**src/rtl/qrvs_pkg.sv**
```systemverilog
// shared types and constants of the quadratic root and vertex solver
package qrvs_pkg;

	// root kind codes
	localparam logic [1:0] KIND_TWO     = 2'd0;
	localparam logic [1:0] KIND_DOUBLE  = 2'd1;
	localparam logic [1:0] KIND_COMPLEX = 2'd2;
	localparam logic [1:0] KIND_AZERO   = 2'd3;

	// datapath widths
	localparam int COEF_W  = 32;
	localparam int RAD_W   = 66;  // discriminant magnitude
	localparam int ROOT_W  = 33;  // floor sqrt of the discriminant
	localparam int SREM_W  = 34;  // square root partial remainder
	localparam int DIV_W   = 63;  // dividend and quotient
	localparam int DEN_W   = 34;  // divisor and division remainder
	localparam int NMAG_W  = 34;  // numerator magnitude before scaling
	localparam int N_LANES = 4;

	// division lanes
	localparam int LANE_PLUS  = 0;
	localparam int LANE_MINUS = 1;
	localparam int LANE_VX    = 2;
	localparam int LANE_VY    = 3;

	typedef struct packed {
		logic [RAD_W-1:0]  rad;
		logic [SREM_W-1:0] rem;
		logic [ROOT_W-1:0] root;
	} sq_state_t;

	typedef struct packed {
		logic                     a_zero;
		logic                     a_neg;
		logic [COEF_W-1:0]        a_mag;
		logic signed [COEF_W-1:0] b;
		logic signed [COEF_W-1:0] c;
		logic                     dneg;
		logic                     dzero;
		logic [DIV_W-1:0]         b2;
	} sq_side_t;

	typedef struct packed {
		logic [DEN_W-1:0] rem;
		logic [DIV_W-1:0] num;
		logic [DEN_W-1:0] den;
		logic             neg;
	} div_lane_t;

	typedef struct packed {
		logic                     a_zero;
		logic [1:0]               kind;
		logic                     dneg;
		logic signed [COEF_W-1:0] c;
	} div_side_t;

endpackage

```
**src/rtl/qrvs_sqrt_cell.sv**
```systemverilog
// one restoring square root step, two radicand bits per cell
module qrvs_sqrt_cell import qrvs_pkg::*; (
	input  logic      clk,
	input  logic      arst_n,
	input  logic      en,
	input  logic      prev_vld,
	input  sq_state_t prev_st,
	input  sq_side_t  prev_side,
	output logic      vld,
	output sq_state_t st,
	output sq_side_t  side
);

	logic [SREM_W+1:0] acc;
	logic [SREM_W:0]   trial;
	logic              fits;
	sq_state_t         nxt;

	// bring down two bits and try root*4+1
	always_comb begin
		acc   = {prev_st.rem, prev_st.rad[RAD_W-1 -: 2]};
		trial = {prev_st.root, 2'b01};
		fits  = acc >= {1'b0, trial};
		nxt.rad = {prev_st.rad[RAD_W-3:0], 2'b00};
		if (fits) begin
			nxt.rem  = SREM_W'(acc - {1'b0, trial});
			nxt.root = {prev_st.root[ROOT_W-2:0], 1'b1};
		end else begin
			nxt.rem  = acc[SREM_W-1:0];
			nxt.root = {prev_st.root[ROOT_W-2:0], 1'b0};
		end
	end

	// valid bit
	always_ff @(posedge clk or negedge arst_n) begin
		if (!arst_n) begin
			vld <= 1'b0;
		end else if (en) begin
			vld <= prev_vld;
		end
	end

	// payload
	always_ff @(posedge clk) begin
		if (en) begin
			st   <= nxt;
			side <= prev_side;
		end
	end

endmodule

```
**config.mk**
```make
export PLATFORM = sky130hd
export DESIGN_NAME = qrvs_sqrt_cell
export DESIGN_NICKNAME = d
export VERILOG_FILES = /design/src/rtl/qrvs_pkg.sv /design/src/rtl/qrvs_sqrt_cell.sv
export SDC_FILE = /design/constraint.sdc
export NUM_CORES = 1
export LEC_CHECK = 0
export BUFFER_PORTS_ARGS = -buffer_cell sky130_fd_sc_hd__buf_2
export CORE_AREA = 2 2 232 234
export CTS_CLUSTER_DIAMETER = 80
export DETAILED_ROUTE_END_ITERATION = 12
export DIE_AREA = 0 0 234 236
export SLEW_MARGIN = 5
export SYNTH_ARGS = -nofsm -noshare
export SYNTH_HDL_FRONTEND = slang
export SYNTH_SLANG_ARGS = --single-unit
```
**constraint.sdc**
```tcl
create_clock -name clk -period 0.8 [get_ports clk]
set_clock_uncertainty 0.05 [all_clocks]
set_input_delay 0.2 -clock clk [delete_from_list [all_inputs] [get_ports clk]]
set_output_delay 0.2 -clock clk [all_outputs]
set_load 0.1 [all_outputs]
```
==> impl_results.md <==
* Run status: complete, but fails checks
* Failing checks: negative hold slack, negative setup slack
* CP Class: primary input to flip-flop
* Setup violators final at 333
* Number of routed nets with antenna violations at 0
* Reg clk slew, reported paths at 0.06 ns
* YS warnings at 0
* Remaining global-route overflow at 0
* Initial core utilization at 21.3%
* Leading area contributor after synthesis: edfxtp_1
* Crit path DAT at 2.35 ns
* Die width at 234 um
* Via count of the routed design at 10810
* Sequential area share after synthesis at 78.2%
* Port bufs at 594
* Initial antenna violation count at 15
* Max_cap viols at 0
* Synth Area in Simple Gates at 5.35%
* Int Pwr at 38.4 mW
* Clock Sink Count at 295
* Post-synth EDFFs at 294
* Top FF cell, synth: edfxtp_1
* Fin. max-slew vios at 0
* Die Ht at 236 um
* Hold Vio Cnt, Final at 2
* Placer Congestion at 0.860
* Synth Area in XOR/XNOR at 1.55%
* Adder-Cell Fraction of Synth Area at 3.87%
* Clock root buffer: clkbuf_16
* Final WL at 59000 um
* Proportion of synthesized area in mux cells at 0.287%
* Mapped Cells at 683
* Fill cells at 4295
* Io pins at 597
* Flops & latches, synth at 295
* Post-Syn Area at 0.0113 sq mm
* Min-delay worst type: primary input to flip-flop
* Hold WS at -0.0157 ns
* RSZ-0062 raised after global routing: true
* Initial DRT Pass Iterations at 5
* Worst r2r path cells at 1
* Area grow syn2layout at 132%
* TNS Setup at -221.71 ns
* Total power at 60.4 mW
* Final worst-path cycle share at 265%
* Share of cells above drive strength 1 at 53.4%
* Combinational Power Share at 37.5%
* Fin crit period at 2.12 ns
* Final WS setup at -1.32 ns
* Leakage at 11.1 nW
* Fmax at 472 MHz
* Sequential Power Share at 33.0%
* Vias in the first global route at 11588
* # DRC at 0
* CTS tree: done
* TritonCTS Buffers at 38
* Startpoint types: primary input
* Average wire per standard cell at 23.6 um
* CTS Buffer Depth at 3
* Largest net degree at the start of global routing at 60
* Post-synthesis cell type count at 60
* Cell Rows at 85
* Commonest non-fill, non-tap cell in the layout: buf_12
* # H-tree levels at 2
* Iter 0 DRT Violations at 493
* Sw Ratio at 36.5%
* Area share of the largest cell type after synthesis at 78.0%
* Post-DP HPWL at 43400 um
* CP Capture Type: flip-flop
* First-pass GRT wire length at 81900 um
* DIE AREA at 0.0552 sq mm
* Psw at 22.0 mW
* Synth area leaders: edfxtp_1, ha_1, inv_1
* Core area at 0.0531 sq mm
* Clock power frac at 29.4%
* Required @ worst endpoint at 1.03 ns
* Mean Syn Cell Area at 16.6 sq um
* Tot GR Track Use at 20.7%
* Final net count at 2107
* Crit-path max FO at 6
* Worst-skew pair later-pin latency at 0.53 ns
* Pwr dens at 2300 mW/mm^2
* Largest family of logic cells by synthesized area: compound AO/OA/AOI/OAI gates
* Hold path depth at 4
* Compound-cell area share of the yosys netlist at 8.37%
* Post-synth ARST share at 0.339%
* Most frequent cells in the layout: buf_12, edfxtp_1, dlygate4sd3_1
* Avg Vias per Cell at 4.31
* Maximum vdd drop at 1.32 mV
-- power groups by stage --
stage	combinational (mW)	clock, mW	sequential, mW
after global placement	20.0	0	20.3
after floorplan	1.83	0	29.1
after global routing	23.3	18.8	20.1
final	22.7	17.8	20.0
after detailed placement	20.1	0	20.2
after CTS	22.3	18.2	20.0
-- per-stage QoR --
step	setup WS, ns	utilization (%)	std cells	instance area, sq um	hold WS, ns
finish	-1.32	49.5	2506	26300	-0.0157
CTS	-1.23	48.8	2489	25900	-0.0566
global route	-1.37	49.5	2504	26300	-0.0363
global placement	-2.00	39.5	2112	21000	-0.0731
floorplan	-1.64	-	684	11500	-0.146
detailed placement	-2.04	39.5	2112	21000	-0.0717
-- cell families after synthesis --
kind of cell | count (synthesis)
flops | 295
simple gates | 124
fa+ha+maj | 35
other cells | 1
mux | 3
buf+inv | 64
xor+xnor | 20
compound gates | 141
-- final timing paths --
kind | from | slack, ns | to
setup / recovery | prev_st[6] | -1.32 | st[49]$_DFFE_PP_
hold / removal | prev_st[52] | -0.02 | st[54]$_DFFE_PP_
setup reg to reg | vld$_DFFE_PN0P_ | -0.11 | vld$_DFFE_PN0P_
hold reg to reg | vld$_DFFE_PN0P_ | 0.54 | vld$_DFFE_PN0P_
max in group asynchronous | arst_n | 0.14 | vld$_DFFE_PN0P_
min in group asynchronous | arst_n | 0.44 | vld$_DFFE_PN0P_
-- critical path, stage by stage --
cell and delay (ns):
buf_2 0.11, inv_2 0.05, ha_4 0.31, and4_4 0.25, buf_6 0.09, and3_1 0.14
nand4_1 0.10, o211ai_1 0.25, nor3_2 0.09, a22o_4 0.29, buf_12 0.16, mux2_4 0.30
-- cell usage after synthesis (all sizes together), types with 12 or more instances --
master	number
a21o	18
a21oi	29
edfxtp	294
ha	35
inv	48
nand2	47
nor2	21
nor3	12
o21ai	36
xnor2	13
-- timing repair --
action,4_1_cts,5_1_grt
gates resized for setup,138,66
buffers inserted,21,9
hold endpoints to repair,293,8
gates cloned,6,1
pin swaps,57,28
hold buffers,282,1
setup endpoints to repair,331,333
-- area by class of cell --
| class | instances | area (sq um) | area share (%) |
|---|---|---|---|
| clock buffer | 44 | 995 | 3.79 |
| tap | 696 | 871 | 3.31 |
| inverter | 48 | 205 | 0.781 |
| clock inverter | 25 | 290 | 1.10 |
| antenna | 9 | 22.5 | 0.0857 |
| multi-input combinational | 326 | 2970 | 11.3 |
| timing repair buffer | 1063 | 12100 | 45.9 |
| sequential | 295 | 8860 | 33.7 |
-- state kept, by name (all words and copies together) (netlist names) --
register  count
side        163
st          131
vld           1
-- layer usage --
layer  global-route usage (%)  share of wire [%]  vias up
met5                        0               0.11        -
li1                         -                  -     4817
met3                     5.81                7.8      135
met4                     10.5                5.7       10
met1                     22.1                 35     5347
met2                     36.8                 51      501
Note: power is estimated with default switching activity, not from simulation.
