==> src/rtl/qrvs_pkg.sv <==
// shared types and constants of the quadratic root and vertex solver
package qrvs_pkg;

	// root kind codes
	localparam logic [1:0] KIND_TWO     = 2'd0;
	localparam logic [1:0] KIND_DOUBLE  = 2'd1;
	localparam logic [1:0] KIND_COMPLEX = 2'd2;
	localparam logic [1:0] KIND_AZERO   = 2'd3;

	// datapath widths
	localparam int COEF_W  = 32;
	localparam int RAD_W   = 66;  // discriminant magnitude
	localparam int ROOT_W  = 33;  // floor sqrt of the discriminant
	localparam int SREM_W  = 34;  // square root partial remainder
	localparam int DIV_W   = 63;  // dividend and quotient
	localparam int DEN_W   = 34;  // divisor and division remainder
	localparam int NMAG_W  = 34;  // numerator magnitude before scaling
	localparam int N_LANES = 4;

	// division lanes
	localparam int LANE_PLUS  = 0;
	localparam int LANE_MINUS = 1;
	localparam int LANE_VX    = 2;
	localparam int LANE_VY    = 3;

	typedef struct packed {
		logic [RAD_W-1:0]  rad;
		logic [SREM_W-1:0] rem;
		logic [ROOT_W-1:0] root;
	} sq_state_t;

	typedef struct packed {
		logic                     a_zero;
		logic                     a_neg;
		logic [COEF_W-1:0]        a_mag;
		logic signed [COEF_W-1:0] b;
		logic signed [COEF_W-1:0] c;
		logic                     dneg;
		logic                     dzero;
		logic [DIV_W-1:0]         b2;
	} sq_side_t;

	typedef struct packed {
		logic [DEN_W-1:0] rem;
		logic [DIV_W-1:0] num;
		logic [DEN_W-1:0] den;
		logic             neg;
	} div_lane_t;

	typedef struct packed {
		logic                     a_zero;
		logic [1:0]               kind;
		logic                     dneg;
		logic signed [COEF_W-1:0] c;
	} div_side_t;

endpackage

==> src/rtl/qrvs_div_cell.sv <==
// one restoring division step on each of the four quotient lanes
module qrvs_div_cell import qrvs_pkg::*; (
	input  logic      clk,
	input  logic      arst_n,
	input  logic      en,
	input  logic      prev_vld,
	input  div_lane_t prev_lane [N_LANES],
	input  div_side_t prev_side,
	output logic      vld,
	output div_lane_t lane [N_LANES],
	output div_side_t side
);

	div_lane_t nxt [N_LANES];

	// shift in one dividend bit, subtract divisor where it fits
	always_comb begin
		for (int i = 0; i < N_LANES; i++) begin
			logic [DEN_W:0] t;
			logic           ge;
			t  = {prev_lane[i].rem, prev_lane[i].num[DIV_W-1]};
			ge = t >= {1'b0, prev_lane[i].den};
			nxt[i].den = prev_lane[i].den;
			nxt[i].neg = prev_lane[i].neg;
			nxt[i].num = {prev_lane[i].num[DIV_W-2:0], ge};
			nxt[i].rem = ge ? DEN_W'(t - {1'b0, prev_lane[i].den}) : t[DEN_W-1:0];
		end
	end

	// valid bit
	always_ff @(posedge clk or negedge arst_n) begin
		if (!arst_n) begin
			vld <= 1'b0;
		end else if (en) begin
			vld <= prev_vld;
		end
	end

	// payload
	always_ff @(posedge clk) begin
		if (en) begin
			lane <= nxt;
			side <= prev_side;
		end
	end

endmodule

==> config.mk <==
export PLATFORM = sky130hd
export DESIGN_NAME = qrvs_div_cell
export DESIGN_NICKNAME = d
export VERILOG_FILES = /design/src/rtl/qrvs_pkg.sv /design/src/rtl/qrvs_div_cell.sv
export SDC_FILE = /design/constraint.sdc
export NUM_CORES = 1
export LEC_CHECK = 0
export ABC_CLOCK_PERIOD_IN_PS = 800
export BUFFER_PORTS_ARGS = -buffer_cell sky130_fd_sc_hd__buf_2
export CAP_MARGIN = 40
export CORE_AREA = 2 2 445 447
export CTS_CLUSTER_DIAMETER = 120
export DETAILED_ROUTE_END_ITERATION = 16
export DIE_AREA = 0 0 447 449
export PLACE_DENSITY = 0.3
export SKIP_LAST_GASP = 1
export SLEW_MARGIN = 20
export SYNTH_ARGS = -nofsm -noshare
export SYNTH_HDL_FRONTEND = slang
export SYNTH_SLANG_ARGS = --single-unit
export TNS_END_PERCENT = 20
==> constraint.sdc <==
create_clock -name clk -period 0.8 [get_ports clk]
set_input_delay 0.04 -clock clk [delete_from_list [all_inputs] [get_ports clk]]
set_output_delay 0.04 -clock clk [all_outputs]
set_load 0.01 [all_outputs]
==> key figures <==
Timing
  • Fin crit share: 269%
  • Max-slew violation count: 0
  • Maximum clock rate: 464 MHz
  • Slew @ Worst Pin: 0.812 ns
  • Setup violations, final: 1,049
  • Clock skew: 0 ns
  • Setup TNS: -504.68 ns
  • Unrepaired setup endpoints after global routing: yes
  • Tmin final: 2.15 ns
  • Worst slew margin: 45.7%
  • Hold WS: -0.471 ns
  • Final hold vios: 35
  • Final WS setup: -1.35 ns

Routing
  • Max layer used: met5
  • Met3 WL: 8900 um
  • DR iter-0 viols: roughly 1,000
  • DR vias/cell: around 3.6
  • Final routed DRC violation total: 0
  • Vias: roughly 27,000
  • DRT met1 WL: 54,300 um
  • First-pass DRT Iterations: 5
  • Drt total wl: 143,000 um
  • Wire per inst: roughly 20 um
  • Post-route ant nets: 0
  • Detailed-routed wire length on met2: 74,800 um

Yosys
  • Ys flop type: edfxtp_1
  • Post-Syn Area per Cell: 13.3 um^2
  • Dominant cell type by area after synthesis: edfxtp_1
  • Synthesis-stage register bit count: 565
  • Synth unique cells: 78
  • Post-Syn Nets: 2,692
  • Post-Syn Instances: between 1,500 and 2,000
  • Sequential element share of the synthesized area: between 60% and 70%
  • EDFF count, synth: 564
  • Post-synth ARST share: 0.177%
  • Synth Warn #: 0
  • Top post-synthesis cells by area: edfxtp_1, ha_1, a21oi_1
  • Post-synth top area share: 64.3%
  • Cell area after synthesis: 26,300 um^2

GRT
  • First-pass GRT wire length: 197,000 um
  • Initial antenna violation count: 52
  • Gr usage total: 13.5%
  • Number of global-route vias before repair: 28,051
  • Largest net degree at the start of global routing: 42
  • Remaining Overflow, GRT: 0

Layout
  • Register cell area after layout: 17,000 um^2
  • # fillers: between 20,000 and 25,000
  • Final net count: 5,363
  • Commonest non-fill, non-tap cell in the layout: buf_2
  • Most frequent cells in the layout: buf_2, dlygate4sd3_1, buf_4
  • Area growth from synthesis to layout: 108%
  • Multi-input combinational cell area: about 11,000 um^2
  • Layout cell share with drive strength beyond 1: between 40% and 50%
  • Final non-filler cell area: 54,700 um^2

Floorplan
  • Die height: 449 um
  • IO Count: 1,133
  • Die area: roughly 200,000 um^2
  • Die width: 447 um
  • Row count: 163
  • Core area: approximately 200,000 um^2
  • Initial Utilization: 13.4%

Worst setup path
  • CP Cell Sequence: buf_4 > ha_4 > o211a_1 > o31ai_4 > buf_4 > a31o_4 > nand2_4 > a221oi_4 > buf_4 > o31ai_4 > a211oi_4 > buf_6 > buf_12 > mux2_4
  • Critical Path Fanout Max: 7
  • R2R cell count: 1
  • CP most frequent cell: buf_4
  • Worst Path Arrival: 2.60 ns
  • CP bufs+invs: 5
  • WS Path Type: input port to flip-flop
  • Worst Setup End Kind: flip-flop
  • R2r setup slk: 0.06 ns
  • Worst setup SP type: input port
  • R2R Path Start: vld
  • Reg-to-Reg End: vld
  • Critical Path End: lane[495]
  • Largest stage delay, worst path: between 0.3 and 0.4 ns
  • Crit path launch: prev_lane[495]
  • Critical Path RT: 1.25 ns
  • Crit path depth: 14
  • Top delay family on crit path: compound AO/OA/AOI/OAI gates
  • CP max stage cell: a221oi_4

Run status
  • Failing checks: hold timing, setup timing
  • Status: finished, violations left

Placement
  • I/O Buffers: 1,132
  • Pre-CTS setup slack: -2.48 ns
  • Hpwl dp: 111,000 um
  • Final Wtd Congestion: 0.824
  • Placed cell area: 40,600 um^2

CTS
  • CTS HTree Levels: 3
  • Clk Latency, worst-skew pair: 0.70 ns
  • CTS tree: yes
  • Root buf cell: clkbuf_16
  • CTS Sinks: 565
  • Clock Pin Slew Worst Setup and Hold Paths: 0.06 ns
  • Clock buffer count from CTS: 77
  • CTS Buffer Depth: 3

Pwr
  • IR drop worst, VDD: 1.61 mV
  • Pwr Total: about 100 mW
  • Pwr per Cell Area: 1840 nW/um^2
  • Leakage power: 23.8 nW

Flow run
  • Max-Cap Viols: 0

Hold path
  • Worst Hold Class: input port to flip-flop
==> layer usage <==
layer / global-route usage (%) / vias to the layer above
met5: 0 / -
met2: 25.1 / 756
met4: 4.77 / 30
li1: - / 12818
met3: 3.93 / 221
met1: 14.5 / 12759
==> power breakdown <==
group          switching [mW]  total, mW  internal, mW
Combinational            13.1       27.5          14.4
Clock                    14.9       35.9          20.9
Sequential              0.919       37.0          36.1
==> cell usage after synthesis (4+ instances only) <==
master and n:
edfxtp_1 564, inv_1 173, a21oi_1 141, nand2_1 138
ha_1 136, o21ai_0 118, nor2_1 87, a21o_1 84
xor2_1 57, xnor2_1 56, mux2_2 47, nand4_1 36
clkbuf_1 28, nand3_1 19, o21a_1 19, o21bai_1 19
and3_1 18, buf_2 18, nor2b_1 15, nand2b_1 14
nor3_1 14, a31oi_1 12, o211ai_1 12, o31ai_1 12
a211oi_1 11, a211o_1 10, or3_1 9, and2_1 8
a31o_2 6, o211a_1 6, mux2_4 5, nor4_1 5
a311oi_1 4, fa_1 4, nand3b_1 4, nor3b_1 4
o21ai_1 4
==> what timing repair did <==
item | CTS | global route
hold endpoints to repair | 943 | 112
resized for setup | 317 | 316
pin swaps | 135 | 106
hold buffers | 780 | 38
buffers inserted | 60 | 33
cloned | 6 | 5
endpoints found under the setup margin | 705 | 959
==> area by class of cell <==
cell class	count	area share, %
antenna	16	0.0732
timing repair buffer	2642	37.3
multi-input combinational	1193	19.5
clock inverter	41	0.997
inverter	176	1.38
clock buffer	97	3.73
sequential	565	31.0
tap	2640	6.04
==> worst min path at each step <==
| stage | start | to | depth (start not counted) |
|---|---|---|---|
| final | prev_lane[398] | lane[398] | 1 |
| after global routing | prev_lane[398] | lane[398] | 1 |
| after CTS | prev_lane[13] | lane[13] | 1 |
| after detailed placement | arst_n | vld | 1 |
| after global placement | arst_n | vld | 1 |
| after floorplan | arst_n | vld | 0 |
==> per-stage QoR <==
| stage | instances | utilization [%] |
|---|---|---|
| floorplan | 1984 | - |
| global placement | 6313 | 20.7 |
| detailed placement | 6313 | 20.7 |
| CTS | 7290 | 27.0 |
| global route | 7365 | 27.9 |
| finish | 7370 | 27.9 |
==> cell families (layout without fill, tap and decap cells) <==
family / after synthesis / count (layout) / share of synthesized area [%]
other cells: 0 / 16 / 0
simple gates: 383 / 383 / 6.96
buf+inv: 226 / 2956 / 3.37
mux: 55 / 55 / 2.41
xor+xnor: 113 / 113 / 3.76
flops: 565 / 565 / 64.4
fa+ha+maj: 140 / 140 / 6.76
compound gates: 502 / 502 / 12.4
==> state kept, by name (all words and copies together), names as in the netlist <==
name / flops
side: 36
vld: 1
lane: 528
No activity file was read; power rests on OpenSTA's default activity.
